===== src/rtl/qme_pkg.sv =====
package qme_pkg;

  localparam int unsigned MAX_AXIS_STEPS_DEF = 32;
  localparam int unsigned LIMIT_W = 6;
  localparam logic [LIMIT_W-1:0] LIMIT_RESET = 6'd32;

  typedef struct packed {
    logic signed [7:0] dx;
    logic signed [7:0] dy;
    logic              left_button;
    logic              right_button;
  } qme_in_t;

  typedef struct packed {
    logic [1:0] x_drive;
    logic [1:0] y_drive;
    logic       left_drive;
    logic       right_drive;
    logic       last_step;
  } qme_out_t;

  typedef struct packed {
    logic load;
    logic emit;
  } qme_cmd_t;

  typedef struct packed {
    logic out_free;
    logic last;
    logic done;
  } qme_sts_t;

  typedef enum logic [1:0] {
    S_IDLE = 2'b01,
    S_STEP = 2'b10
  } qme_state_t;

  // Gray walk: forward 0,1,3,2; backward the reverse.
  function automatic logic [1:0] next_phase(input logic [1:0] ph, input logic fwd);
    logic [1:0] nxt;
    case (ph)
      2'd0: nxt = fwd ? 2'd1 : 2'd2;
      2'd1: nxt = fwd ? 2'd3 : 2'd0;
      2'd3: nxt = fwd ? 2'd2 : 2'd1;
      2'd2: nxt = fwd ? 2'd0 : 2'd3;
      default: nxt = 2'd0;
    endcase
    return nxt;
  endfunction

endpackage


===== src/rtl/quadrature_mouse_emulator.sv =====
// Channel  Direction  Handshake           Payload
// in       in         in_valid/in_stall   qme_in_t report (dx, dy, buttons)
// out      out        out_valid/out_stall qme_out_t pin-drive phase step
// cfg      in         cfg_valid/cfg_ready step_limit write data
//
// A report yields n results, where n = max(1, clamped |dx| + clamped |dy|),
// at most 64 with the default MAX_AXIS_STEPS. One phase step per cycle, while
// the output is not stalled, goes through the single shared step unit.
// Synchronous active-high reset: phases, buttons zero; step_limit 32.
// A stalled output holds the step unit; the next report is taken while the
// last result of the previous one still waits in the output register.
module quadrature_mouse_emulator #(
  parameter int unsigned MAX_AXIS_STEPS = qme_pkg::MAX_AXIS_STEPS_DEF
) (
  input  logic                        clk,
  input  logic                        rst,
  input  logic                        in_valid,
  output logic                        in_stall,
  input  qme_pkg::qme_in_t            in_data,
  output logic                        out_valid,
  input  logic                        out_stall,
  output qme_pkg::qme_out_t           out_data,
  input  logic                        cfg_valid,
  output logic                        cfg_ready,
  input  logic [qme_pkg::LIMIT_W-1:0] cfg_data
);
  import qme_pkg::*;

  qme_cmd_t cmd;
  qme_sts_t sts;
  logic     busy;

  assign in_stall  = busy;
  assign cfg_ready = 1'b1;

  qme_ctrl u_ctrl (
    .clk      (clk),
    .rst      (rst),
    .in_valid (in_valid),
    .sts      (sts),
    .cmd      (cmd),
    .busy     (busy)
  );

  qme_datapath #(
    .MAX_AXIS_STEPS (MAX_AXIS_STEPS)
  ) u_datapath (
    .clk       (clk),
    .rst       (rst),
    .in_data   (in_data),
    .cfg_write (cfg_valid && cfg_ready),
    .cfg_data  (cfg_data),
    .cmd       (cmd),
    .sts       (sts),
    .out_valid (out_valid),
    .out_stall (out_stall),
    .out_data  (out_data)
  );

  a_busy_after_accept: assert property (@(posedge clk) disable iff (rst)
    (in_valid && !in_stall) |=> in_stall)
    else $error("no work started after report transfer");

  a_busy_until_last: assert property (@(posedge clk) disable iff (rst)
    (cmd.emit && !sts.last) |=> in_stall)
    else $error("report released before its last step");

  a_idle_counts_clear: assert property (@(posedge clk) disable iff (rst)
    !in_stall |-> sts.done)
    else $error("step counts left over while idle");

  a_emit_fills_output: assert property (@(posedge clk) disable iff (rst)
    cmd.emit |=> out_valid)
    else $error("step emitted without output valid");

endmodule


===== src/rtl/qme_ctrl.sv =====
module qme_ctrl (
  input  logic              clk,
  input  logic              rst,
  input  logic              in_valid,
  input  qme_pkg::qme_sts_t sts,
  output qme_pkg::qme_cmd_t cmd,
  output logic              busy
);
  import qme_pkg::*;

  qme_state_t state, state_next;

  always_ff @(posedge clk) begin
    if (rst) begin
      state <= S_IDLE;
    end else begin
      state <= state_next;
    end
  end

  always_comb begin
    state_next = state;
    cmd.load   = 1'b0;
    cmd.emit   = 1'b0;
    busy       = 1'b1;
    case (state)
      S_IDLE: begin
        busy     = 1'b0;
        cmd.load = in_valid;
        if (in_valid) begin
          state_next = S_STEP;
        end
      end
      S_STEP: begin
        cmd.emit = sts.out_free;
        if (sts.out_free && sts.last) begin
          state_next = S_IDLE;
        end
      end
      default: begin
        state_next = S_IDLE;
      end
    endcase
  end

endmodule


===== src/rtl/qme_datapath.sv =====
module qme_datapath #(
  parameter int unsigned MAX_AXIS_STEPS = qme_pkg::MAX_AXIS_STEPS_DEF
) (
  input  logic                        clk,
  input  logic                        rst,
  input  qme_pkg::qme_in_t            in_data,
  input  logic                        cfg_write,
  input  logic [qme_pkg::LIMIT_W-1:0] cfg_data,
  input  qme_pkg::qme_cmd_t           cmd,
  output qme_pkg::qme_sts_t           sts,
  output logic                        out_valid,
  input  logic                        out_stall,
  output qme_pkg::qme_out_t           out_data
);
  import qme_pkg::*;

  localparam int unsigned CNT_W = $clog2(MAX_AXIS_STEPS + 1);
  localparam logic [7:0] MAX8 = 8'(MAX_AXIS_STEPS);

  logic [LIMIT_W-1:0] step_limit;
  logic [1:0]         x_phase, y_phase;
  logic [1:0]         button_drive;
  logic [CNT_W-1:0]   nx, ny;
  logic               xfwd, yfwd;

  logic [7:0] raw_x, raw_y, mag_x, mag_y, lim8, cnt_x, cnt_y;
  logic [1:0] x_step, y_step;
  logic       x_active;

  always_comb begin
    raw_x = in_data.dx;
    raw_y = in_data.dy;
    mag_x = raw_x[7] ? (~raw_x + 8'd1) : raw_x;
    mag_y = raw_y[7] ? (~raw_y + 8'd1) : raw_y;
    lim8  = {2'b00, step_limit};
    if (lim8 > MAX8) begin
      lim8 = MAX8;
    end
    cnt_x = (mag_x > lim8) ? lim8 : mag_x;
    cnt_y = (mag_y > lim8) ? lim8 : mag_y;
  end

  assign x_active = (nx != '0);
  assign x_step   = next_phase(x_phase, xfwd);
  assign y_step   = next_phase(y_phase, yfwd);

  assign sts.out_free = !out_valid || !out_stall;
  assign sts.done     = (nx == '0) && (ny == '0);
  assign sts.last     = ((nx == '0) && (ny <= CNT_W'(1))) ||
                        ((nx == CNT_W'(1)) && (ny == '0));

  always_ff @(posedge clk) begin
    if (rst) begin
      step_limit   <= LIMIT_RESET;
      x_phase      <= 2'd0;
      y_phase      <= 2'd0;
      button_drive <= 2'd0;
      nx           <= '0;
      ny           <= '0;
      out_valid    <= 1'b0;
    end else begin
      if (cfg_write) begin
        step_limit <= cfg_data;
      end
      if (cmd.load) begin
        button_drive <= {in_data.right_button, in_data.left_button};
        nx           <= cnt_x[CNT_W-1:0];
        ny           <= cnt_y[CNT_W-1:0];
        xfwd         <= !raw_x[7];
        yfwd         <= !raw_y[7];
      end
      if (cmd.emit) begin
        out_valid <= 1'b1;
        if (x_active) begin
          x_phase <= x_step;
          nx      <= nx - CNT_W'(1);
        end else if (ny != '0) begin
          y_phase <= y_step;
          ny      <= ny - CNT_W'(1);
        end
      end else if (!out_stall) begin
        out_valid <= 1'b0;
      end
    end
  end

  always_ff @(posedge clk) begin
    if (cmd.emit) begin
      out_data.x_drive     <= x_active ? x_step : x_phase;
      out_data.y_drive     <= (!x_active && (ny != '0)) ? y_step : y_phase;
      out_data.left_drive  <= button_drive[0];
      out_data.right_drive <= button_drive[1];
      out_data.last_step   <= sts.last;
    end
  end

endmodule


===== config.mk =====
export PLATFORM = sky130hd
export DESIGN_NAME = quadrature_mouse_emulator
export DESIGN_NICKNAME = d
export VERILOG_FILES = /design/src/rtl/qme_pkg.sv /design/src/rtl/quadrature_mouse_emulator.sv /design/src/rtl/qme_ctrl.sv /design/src/rtl/qme_datapath.sv
export SDC_FILE = /design/constraint.sdc
export NUM_CORES = 1
export LEC_CHECK = 0
export BUFFER_PORTS_ARGS = -buffer_cell sky130_fd_sc_hd__buf_2
export CAP_MARGIN = 20
export CORE_MARGIN = 5
export CORE_UTILIZATION = 45
export CTS_BUF_LIST = sky130_fd_sc_hd__clkbuf_2 sky130_fd_sc_hd__clkbuf_4 sky130_fd_sc_hd__clkbuf_8
export DETAILED_ROUTE_END_ITERATION = 6
export GPL_ROUTABILITY_DRIVEN = 0
export MAX_ROUTING_LAYER = met4
export PLACE_DENSITY = 0.77
export SLEW_MARGIN = 20
export SYNTH_ARGS = -nofsm -noshare
export SYNTH_HDL_FRONTEND = slang
export SYNTH_SLANG_ARGS = --single-unit

===== constraint.sdc =====
create_clock -name clk -period 3.82 [get_ports clk]
set_clock_uncertainty 0.1 [all_clocks]
set_input_delay 0 -clock clk [delete_from_list [all_inputs] [get_ports clk]]
set_output_delay 0 -clock clk [all_outputs]
set_load 0.005 [all_outputs]

==> impl_metrics.yaml, run 1 <==
run_status:
  status: "finished, final reports clean"
worst_setup_path:
  critical_path_peak_fanout: 8
  worst_r2r_endpoint: "u_datapath.ny[0]$_SDFF_PP0_"
  end_kind: "flip-flop"
  reg2reg_slack_ps: 930
  crit_path_start_kind: "input port"
  cp.arrival_ps: 3150
  critical_path_class: "in2reg"
  reg2regPathDepth: 9
  critical_path_required_ps: 3890
  r2r_start: "u_datapath.step_limit[5]$_SDFFE_PP1P_"
route:
  via_per_inst: 5.54
  ant_nets: 0
  drt_iter0_markers: 149
  drtPass1Iterations: 4
  drt_wl_total_mm: 5.95
  routed-via-count: 2387
  wire_per_inst_um: 13.8
  drc_errors: 0
layout:
  multiInputGateArea_um2: 1580
  final_cell_mix: "buf_2 (37), nor2_1 (33), nand2_1 (30)"
  layout_commonest_cell: "buf_2"
  finalNetCount: 403
  diodes: 0
  fin_util_pct: 55.9
  drive_above_1_share_pct: 17.3
  n_fill_cell: 526
  area_delta_synth_final_pct: 21.4
  ff_latch_area_um2: 811
timing:
  finalHoldWorstSlack_ps: 6.98
  finalHoldViolCount: 0
  drv_slew: 0
  slew_headroom_pct: 48.4
  setup_viol: 0
  worst_pin_slew_ps: 774
  setup_ws_ps: 739
  fin_crit_ps: 3080
  grt_setup_unrepaired: "false"
  post-route-period-util_pct: 80.7
  tns_ps: 0
  fmax_mhz: 325
power:
  seq_power_share_pct: 39.7
  switching_share_pct: 31.1
  p_sw_uw: 346
  internal-power_uw: 767
  power_density_nw_per_um2: 364
  ir_worst_vdd_mv: 0.284
  pwr-share-comb_pct: 30.5
  power_leakage_uw: 0.00127
  clkPwrFrac_pct: 29.8
floorplan:
  die_y_um: 84.9
  fp.coreArea_um2: 5470
  die_area_um2: 7200
  rows: 27
  initial_core_util_pct: 46.1
  io_pins: 39
  die_w_um: 84.9
global_route:
  antenna_found_initial: 0
  grt.overflow.total: 0
  grt_pass1_wl_mm: 10.2
  grt_use_total_pct: 17.4
  grt_pass1_vias: 2244
  grt_max_degree: 27
yosys:
  async_flop_share_pct: 0
  yosys_warnings: 0
  synth_edf_count: 9
  synth_seq_cells: 36
  synthesis.area_um2: 2520
  ys.flop_type: "dfxtp_1"
  syn-num-nets: 350
  yosysSeqAreaShare_pct: 32.2
  synth_top_area_share_pct: 21.4
  yosysTopAreaCell: "dfxtp_1"
  syn_inst: 305
  ys_types: 50
  synth_area_leaders: "dfxtp_1 (21%), edfxtp_1 (11%), ha_1 (7.9%)"
  syn_avg_cell_area_um2: 8.27
clock_network:
  clkTransAtPathRegs_ps: 70
  clockBufferDepth: 2
  ctsRootBufferMaster: "clkbuf_8"
  cts_max_level: 2
  cts_tree: "built"
  ctsResizeCount: 0
  cts_buffers: 5
  clk_latency_ps: 290
  cts.sinks: 36
place:
  dp_slack_ps: 844
  io_buffers: 37
  dpl.hpwl_mm: 4.30
min_path:
  min_to: "u_datapath.step_limit[1]$_SDFFE_PP0P_"
  min_path_type: "in2reg"
  min_from: "cfg_valid"
  hold_depth: 3
job:
  maxCapViolations: 0
[kinds of logic (layout without fill, tap and decap cells)]
kind of cell	Yosys count	count (layout)	synth area share [%]
other	1	1	0.149
AOI/OAI and AO/OA	76	76	20.4
and+or+nand+nor	114	114	22.4
DFF	36	36	32.2
xor gates and xnor gates	16	16	5.56
buffers and inverters	31	85	5.06
muxes	15	15	6.35
adders and majority gates	16	16	7.94
[synthesized netlist by cell type, drive strengths merged, types with 5 or more instances]
library cell  number
nor2b              6
clkbuf            10
ha                16
edfxtp             9
a211oi             5
nand2             30
nor2              33
o22ai              5
nand2b             7
dfxtp             27
xor2               5
nor3              10
a21oi             21
o31ai              5
o21ai             10
mux2i             10
xnor2             11
inv               17
o211ai             5
mux2               5
[layer usage]
layer  wire length (um)  vias up  GRT usage (%)
met1               2600     1099           21.2
li1                   -     1222              -
met3                359        2           3.50
met4                 12        0           2.59
met2               2980       64           30.2
met5                  0        -              -
[power by group through the flow]
stage | Clock [uW] | Sequential [uW] | Combinational, uW
2_1_floorplan | 0 | 444 | 242
3_3_place_gp | 0 | 448 | 310
3_5_place_dp | 0 | 450 | 317
6_report | 332 | 442 | 339
5_1_grt | 358 | 446 | 382
4_1_cts | 336 | 442 | 336
[cell type report]
class / instances / share of cell area, %
tap: 72 / 2.94
multi-input combinational: 238 / 51.7
timing repair buffer: 60 / 13.2
clock buffer: 5 / 2.25
sequential: 36 / 26.5
clock inverter: 3 / 1.39
inverter: 17 / 2.08
[flip-flops by register name, summed over array words and instances, names as in the netlist]
name and cells:
u_datapath.yfwd 1, u_datapath.out_data 7, u_datapath.out_valid 1, u_datapath.ny 6
u_datapath.xfwd 1, u_datapath.nx 6, u_datapath.step_limit 6, u_ctrl.state 2
u_datapath.x_phase 2, u_datapath.y_phase 2, u_datapath.button_drive 2
[critical path, cell delays in order]
cell and delay [ps]:
dlygate4sd3_1 520, buf_2 170, inv_1 70, a21oi_1 140, xor2_1 260, ha_1 300
a211o_1 300, nor3_1 220, a211oi_1 90, nor4_1 580, nor4b_1 140, a2111oi_0 360
[metrics by stage]
step | total power (uW) | area, um2 | std cells
final | 1110 | 3060 | 431
after global routing | 1190 | 3060 | 431
after CTS | 1110 | 3060 | 431
after detailed placement | 767 | 2770 | 405
after global placement | 758 | 2770 | 405
after floorplan | 686 | 2520 | 305
[timing repair]
item                      CTS  global route
buffers inserted            0             0
hold endpoints to repair   12             0
hold buffers               18             0
[worst max path at each step]
stage,to,slack (ps),depth (start not counted),start
2_1_floorplan,u_datapath.nx[3]$_SDFF_PP0_,1160,11,in_data[14]
4_1_cts,u_datapath.ny[0]$_SDFF_PP0_,800,12,in_data[9]
3_3_place_gp,u_datapath.nx[5]$_SDFF_PP0_,890,12,in_data[14]
6_report,u_datapath.ny[0]$_SDFF_PP0_,740,12,in_data[9]
5_1_grt,u_datapath.ny[0]$_SDFF_PP0_,500,12,in_data[9]
3_5_place_dp,u_datapath.nx[5]$_SDFF_PP0_,840,12,in_data[14]
(Power assumes the default switching activity.)
==> inputs of run 2 (changes only) <==
--- a/config.mk
+++ b/config.mk
@@ -13,7 +13,7 @@
 export DETAILED_ROUTE_END_ITERATION = 6
 export GPL_ROUTABILITY_DRIVEN = 0
 export MAX_ROUTING_LAYER = met4
-export PLACE_DENSITY = 0.77
+export PLACE_DENSITY = 0.79
 export SLEW_MARGIN = 20
 export SYNTH_ARGS = -nofsm -noshare
 export SYNTH_HDL_FRONTEND = slang
==> constraint.sdc (replaced) <==
create_clock -name clk -period 2.7 [get_ports clk]
set_clock_uncertainty 0.1 [all_clocks]
set_input_delay 0 -clock clk [delete_from_list [all_inputs] [get_ports clk]]
set_output_delay 0 -clock clk [all_outputs]
set_load 0.005 [all_outputs]
==> run 2 against run 1 <==
- final cell count increased by 4.9%
- combinational power up 66%
- highest routed layer unchanged
- utilization rose by 3.6 points
- hold slack got worse by 8.4 ps
- critical path depth grew 2
- via count up 8.9%
- the run now ends with hold timing left
- clock power increased by 42%
- first-iteration DRC count is 50% higher
- setup slack got worse by 720 ps
- wire length grew 12%
- register-to-register slack got worse by 810 ps
- die area did not move
==> impl_metrics.yaml, run 2 (synthesized netlist as in run 1, its figures left out) <==
clock_network:
  cts_buffers: 5
  cts_tree: "built"
  cts.sinks: 36
  clk_latency_ps: 290
  clkTransAtPathRegs_ps: 70
  ctsRootBufferMaster: "clkbuf_8"
  clockBufferDepth: 2
  cts_max_level: 2
timing:
  slew_headroom_pct: 57.0
  tns_ps: 0
  fmax_mhz: 373
  finalHoldWorstSlack_ps: -1.37
  drv_slew: 0
  setup_ws_ps: 18.8
  setup_viol: 0
  fin_crit_ps: 2680
  finalHoldViolCount: 1
  worst_pin_slew_ps: 644
  post-route-period-util_pct: 99.3
run_status:
  status: "finished, violations left"
  violations: "hold timing"
worst_setup_path:
  critPathSlowestCell: "dlygate4sd3_1"
  critical_path_required_ps: 2770
  cp.arrival_ps: 2750
  critPathMaxStageDelay_ps: 540
  path_buf_inv: 5
  critical_path_class: "in2reg"
  crit_path_start_kind: "input port"
  end_kind: "flip-flop"
  critical_path_peak_fanout: 8
  path_delay_family: "buffers and inverters"
  cp_cell_sequence: "dlygate4sd3_1 -> buf_6 -> o31ai_2 -> xnor2_1 -> ha_1 -> buf_4 -> nand3_2 -> nor2_2 -> o2bb2ai_1 -> o31ai_2 -> buf_4 -> clkbuf_2 -> nand4_1 -> or3b_2"
route:
  drtPass1Iterations: 5
  via_per_inst: 5.75
  drt_iter0_markers: 223
  drc_errors: 0
  routed-wl-met3_um: 466
  wl_met1_mm: 2.76
  dr_wl_met2_mm: 3.24
  wire_per_inst_um: 14.7
  drt_wl_total_mm: 6.63
  ant_nets: 0
  routed-via-count: 2600
  top_layer_used: "met4"
floorplan:
  fp.coreArea_um2: 5470
  initial_core_util_pct: 46.1
  io_pins: 39
  die_area_um2: 7200
  die_y_um: 84.9
  die_w_um: 84.9
  rows: 27
layout:
  top_register: "u_datapath.out_data"
  layout_commonest_cell: "buf_2"
  drive_above_1_share_pct: 25.8
  final_cell_mix: "buf_2 (36), nor2_1 (31), nand2_1 (28), buf_4 (28), dfxtp_1 (27)"
  finalNetCount: 424
  largest_reg_flops: 7
  final_cells: 452
  area_delta_synth_final_pct: 29.3
  diodes: 0
power:
  total_power_uw: 1660
  power_leakage_uw: 0.00137
  ir_worst_vdd_mv: 0.394
  power_density_nw_per_um2: 509
global_route:
  grt_max_degree: 27
  grt_pass1_vias: 2348
  grt_pass1_wl_mm: 10.4
  grt_use_total_pct: 17.9
  antenna_found_initial: 0
  grt.overflow.total: 0
place:
  dp_cells: 425
  io_buffers: 37
  dp_slack_ps: -162
  dpl.hpwl_mm: 4.62
job:
  maxCapViolations: 0
min_path:
  min_path_type: "in2reg"
[run 2: worst paths after layout]
kind                                                               to  slack [ps]                                     from  cells after the start
worst max-delay path                      u_datapath.nx[5]$_SDFF_PP0_          20                              in_data[17]                     14
worst min-delay path            u_datapath.step_limit[2]$_SDFFE_PP0P_          -1                                cfg_valid                      3
worst max register to register            u_datapath.nx[5]$_SDFF_PP0_         120    u_datapath.step_limit[5]$_SDFFE_PP1P_                     11
worst min register to register       u_datapath.out_data[2]$_DFFE_PP_         330  u_datapath.button_drive[0]$_SDFFE_PP0P_                      0
[run 2: worst min-delay path, delay by kind of cell]
family | cells | cell delay (ps)
mux | 1 | 100
simple gates | 1 | 70
buf+inv | 1 | 180
[run 2: layer usage]
metal	global-route usage, %	up-vias
met5	-	-
met3	3.79	32
met2	29.4	119
met4	5.47	0
li1	-	1254
met1	22.0	1195
[run 2: metrics by stage]
stage,cell area (um2),utilization [%],hold slack [ps]
after floorplan,2520,-,30.4
after CTS,3180,58.1,1.80
after global routing,3260,59.6,20.3
final,3260,59.6,-1.37
after global placement,2920,53.4,129
after detailed placement,2920,53.4,142
[run 2: layout make-up]
| type | instances | area (um2) |
|---|---|---|
| inverters | 17 | 63.8 |
| clock inverters | 3 | 42.5 |
| multi-input cells | 238 | 1630 |
| flip-flops and latches | 36 | 811 |
| clock buffers | 5 | 68.8 |
| well taps | 72 | 90.1 |
| fillers | 483 | 2210 |
| repair buffers | 81 | 557 |
[run 2: what timing repair did]
action | CTS | global route
setup buffers | 0 | 4
hold buffers | 15 | 0
endpoints found under the hold margin | 12 | 0
resized for setup | 0 | 18
endpoints found under the setup margin | 0 | 9
[run 2: power breakdown]
group          switching [uW]  total, uW  internal, uW
registers                31.6        624           593
logic                     295        563           268
clock network             198        471           273
==> inputs of run 3 (changes only) <==
--- a/config.mk
+++ b/config.mk
@@ -14,6 +14,7 @@
 export GPL_ROUTABILITY_DRIVEN = 0
 export MAX_ROUTING_LAYER = met4
 export PLACE_DENSITY = 0.79
+export SETUP_SLACK_MARGIN = 0.2
 export SLEW_MARGIN = 20
 export SYNTH_ARGS = -nofsm -noshare
 export SYNTH_HDL_FRONTEND = slang
==> run 3 against run 2 <==
- the flow now finishes without violations
- clock-buffer cell count did not move
- final cell count fell by 2.7%
- global-route usage fell by 0.091 points
- fmax rose by 9.6%
- power fell by 6.6%
- wire length fell by 2.9%
- critical path depth fell by 5
- sequential power rose by 0.6%
- design area fell by 1.1%
- combinational power fell by 3.7%
- non-clock buffer count fell by 12
- clock power fell by 20%
==> impl_metrics.yaml, run 3 (synthesized netlist as in run 1, its figures left out) <==
layout:
  n_fill_cell: 467
  multiInputGateArea_um2: 1690
  layout_commonest_cell: "buf_2"
  final_cell_mix: "buf_2 (37), nor2_1 (33), nand2_1 (27)"
  diodes: 0
  finalNetCount: 412
  area_delta_synth_final_pct: 27.9
  ff_latch_area_um2: 816
  final_cells: 440
  design_area_um2: 3230
  top_register: "u_datapath.out_data"
  largest_reg_flops: 7
  drive_above_1_share_pct: 25.8
place:
  dp_cells: 413
  io_buffers: 37
  dpl.hpwl_mm: 4.43
  postPlaceCellArea_um2: 2850
floorplan:
  rows: 27
  die_y_um: 84.9
  fp.coreArea_um2: 5470
  initial_core_util_pct: 46.1
  die_w_um: 84.9
  io_pins: 39
  die_area_um2: 7200
global_route:
  grt_max_degree: 27
  grt_pass1_wl_mm: 10.4
  grt.overflow.total: 0
  grt_use_total_pct: 17.8
  antenna_found_initial: 0
  grt_pass1_vias: 2349
route:
  via_per_inst: 5.61
  drt_iter0_markers: 185
  wire_per_inst_um: 14.6
  ant_nets: 0
  drtPass1Iterations: 4
  drt_wl_total_mm: 6.44
  routed-via-count: 2468
  drc_errors: 0
clock_network:
  ctsRootBufferMaster: "clkbuf_8"
  clk_latency_ps: 290
  cts.sinks: 36
  clockBufferDepth: 2
  cts_max_level: 2
  cts_buffers: 5
  cts_tree: "built"
  clkTransAtPathRegs_ps: 70
job:
  maxCapViolations: 0
worst_setup_path:
  reg2reg_slack_ps: 250
  end_kind: "flip-flop"
  cp.arrival_ps: 2510
  reg2regPathDepth: 9
  crit_path_start_kind: "flip-flop"
  r2r_start: "u_datapath.step_limit[5]$_SDFFE_PP1P_"
  worst_r2r_endpoint: "u_datapath.nx[5]$_SDFF_PP0_"
  critical_path_class: "reg2reg"
  critical_path_required_ps: 2770
  critical_path_peak_fanout: 6
timing:
  drv_slew: 0
  setup_viol: 0
  fin_crit_ps: 2450
  fmax_mhz: 409
  worst_pin_slew_ps: 554
  finalHoldViolCount: 0
  post-route-period-util_pct: 90.6
  slew_headroom_pct: 63.1
  grt_setup_unrepaired: "true"
run_status:
  status: "finished, final reports clean"
power:
  ir_worst_vdd_mv: 0.242
  power_leakage_uw: 0.00134
  total_power_uw: 1550
  power_density_nw_per_um2: 480
min_path:
  min_path_type: "in2reg"
  hold_depth: 3
  min_from: "cfg_valid"
  min_to: "u_datapath.step_limit[1]$_SDFFE_PP0P_"
[run 3: layout make-up]
type	count	share of cell area (%)
timing repair buffer	69	14.5
multi-input combinational	238	52.5
tap	72	2.79
sequential	36	25.3
clock inverter	3	0.582
inverter	17	2.21
clock buffer	5	2.13
[run 3: routing by layer]
layer / GRT usage, % / share of wire, % / vias to the layer above
met2: 29.5 / 50 / 85
met4: 4.03 / 0.84 / 0
met3: 4.27 / 5.7 / 8
met1: 21.9 / 44 / 1148
li1: - / - / 1227
met5: - / 0 / -
[run 3: stage by stage]
step	util, %	TNS, ps	setup WS, ps	hold WS (ps)
after floorplan	-	0	206	30.4
after global placement	52.0	0	29.8	128
after detailed placement	52.0	-165	-63.5	143
after CTS	57.5	0	203	0.852
after global routing	58.9	0	142	31.0
final	58.9	0	253	5.99
[run 3: how the worst max path moves through the flow]
stage                                     startpoint                     endpoint  slack, ps
2_1_floorplan                             in_data[4]  u_datapath.ny[1]$_SDFF_PP0_        210
3_3_place_gp                              in_data[2]  u_datapath.ny[1]$_SDFF_PP0_         30
5_1_grt                                  in_data[14]  u_datapath.nx[5]$_SDFF_PP0_        140
4_1_cts        u_datapath.step_limit[5]$_SDFFE_PP1P_  u_datapath.ny[1]$_SDFF_PP0_        200
6_report       u_datapath.step_limit[5]$_SDFFE_PP1P_  u_datapath.nx[5]$_SDFF_PP0_        250
3_5_place_dp                              in_data[2]  u_datapath.ny[1]$_SDFF_PP0_        -60
[run 3: repair_timing]
action                                  4_1_cts  5_1_grt
gates resized for setup                      10       16
hold buffers                                 17        0
endpoints found under the setup margin        7       10
pin swaps                                     4        4
setup buffers                                 2        0
endpoints found under the hold margin        12        0
[run 3: worst max-delay path: stages, from the launching register on]
cell and delay [ps]:
dfxtp_4 390, inv_8 50, buf_4 130, ha_1 340, nand3_1 110, o22ai_1 180, a21oi_1 110, o31ai_2 320
a2111oi_0 150, or3b_2 460
[run 3: power breakdown]
group / total [uW] / switching, uW / internal (uW)
clock: 379 / 199 / 180
combinational: 542 / 292 / 250
sequential: 628 / 35.1 / 593
total: 1550 / 526 / 1020
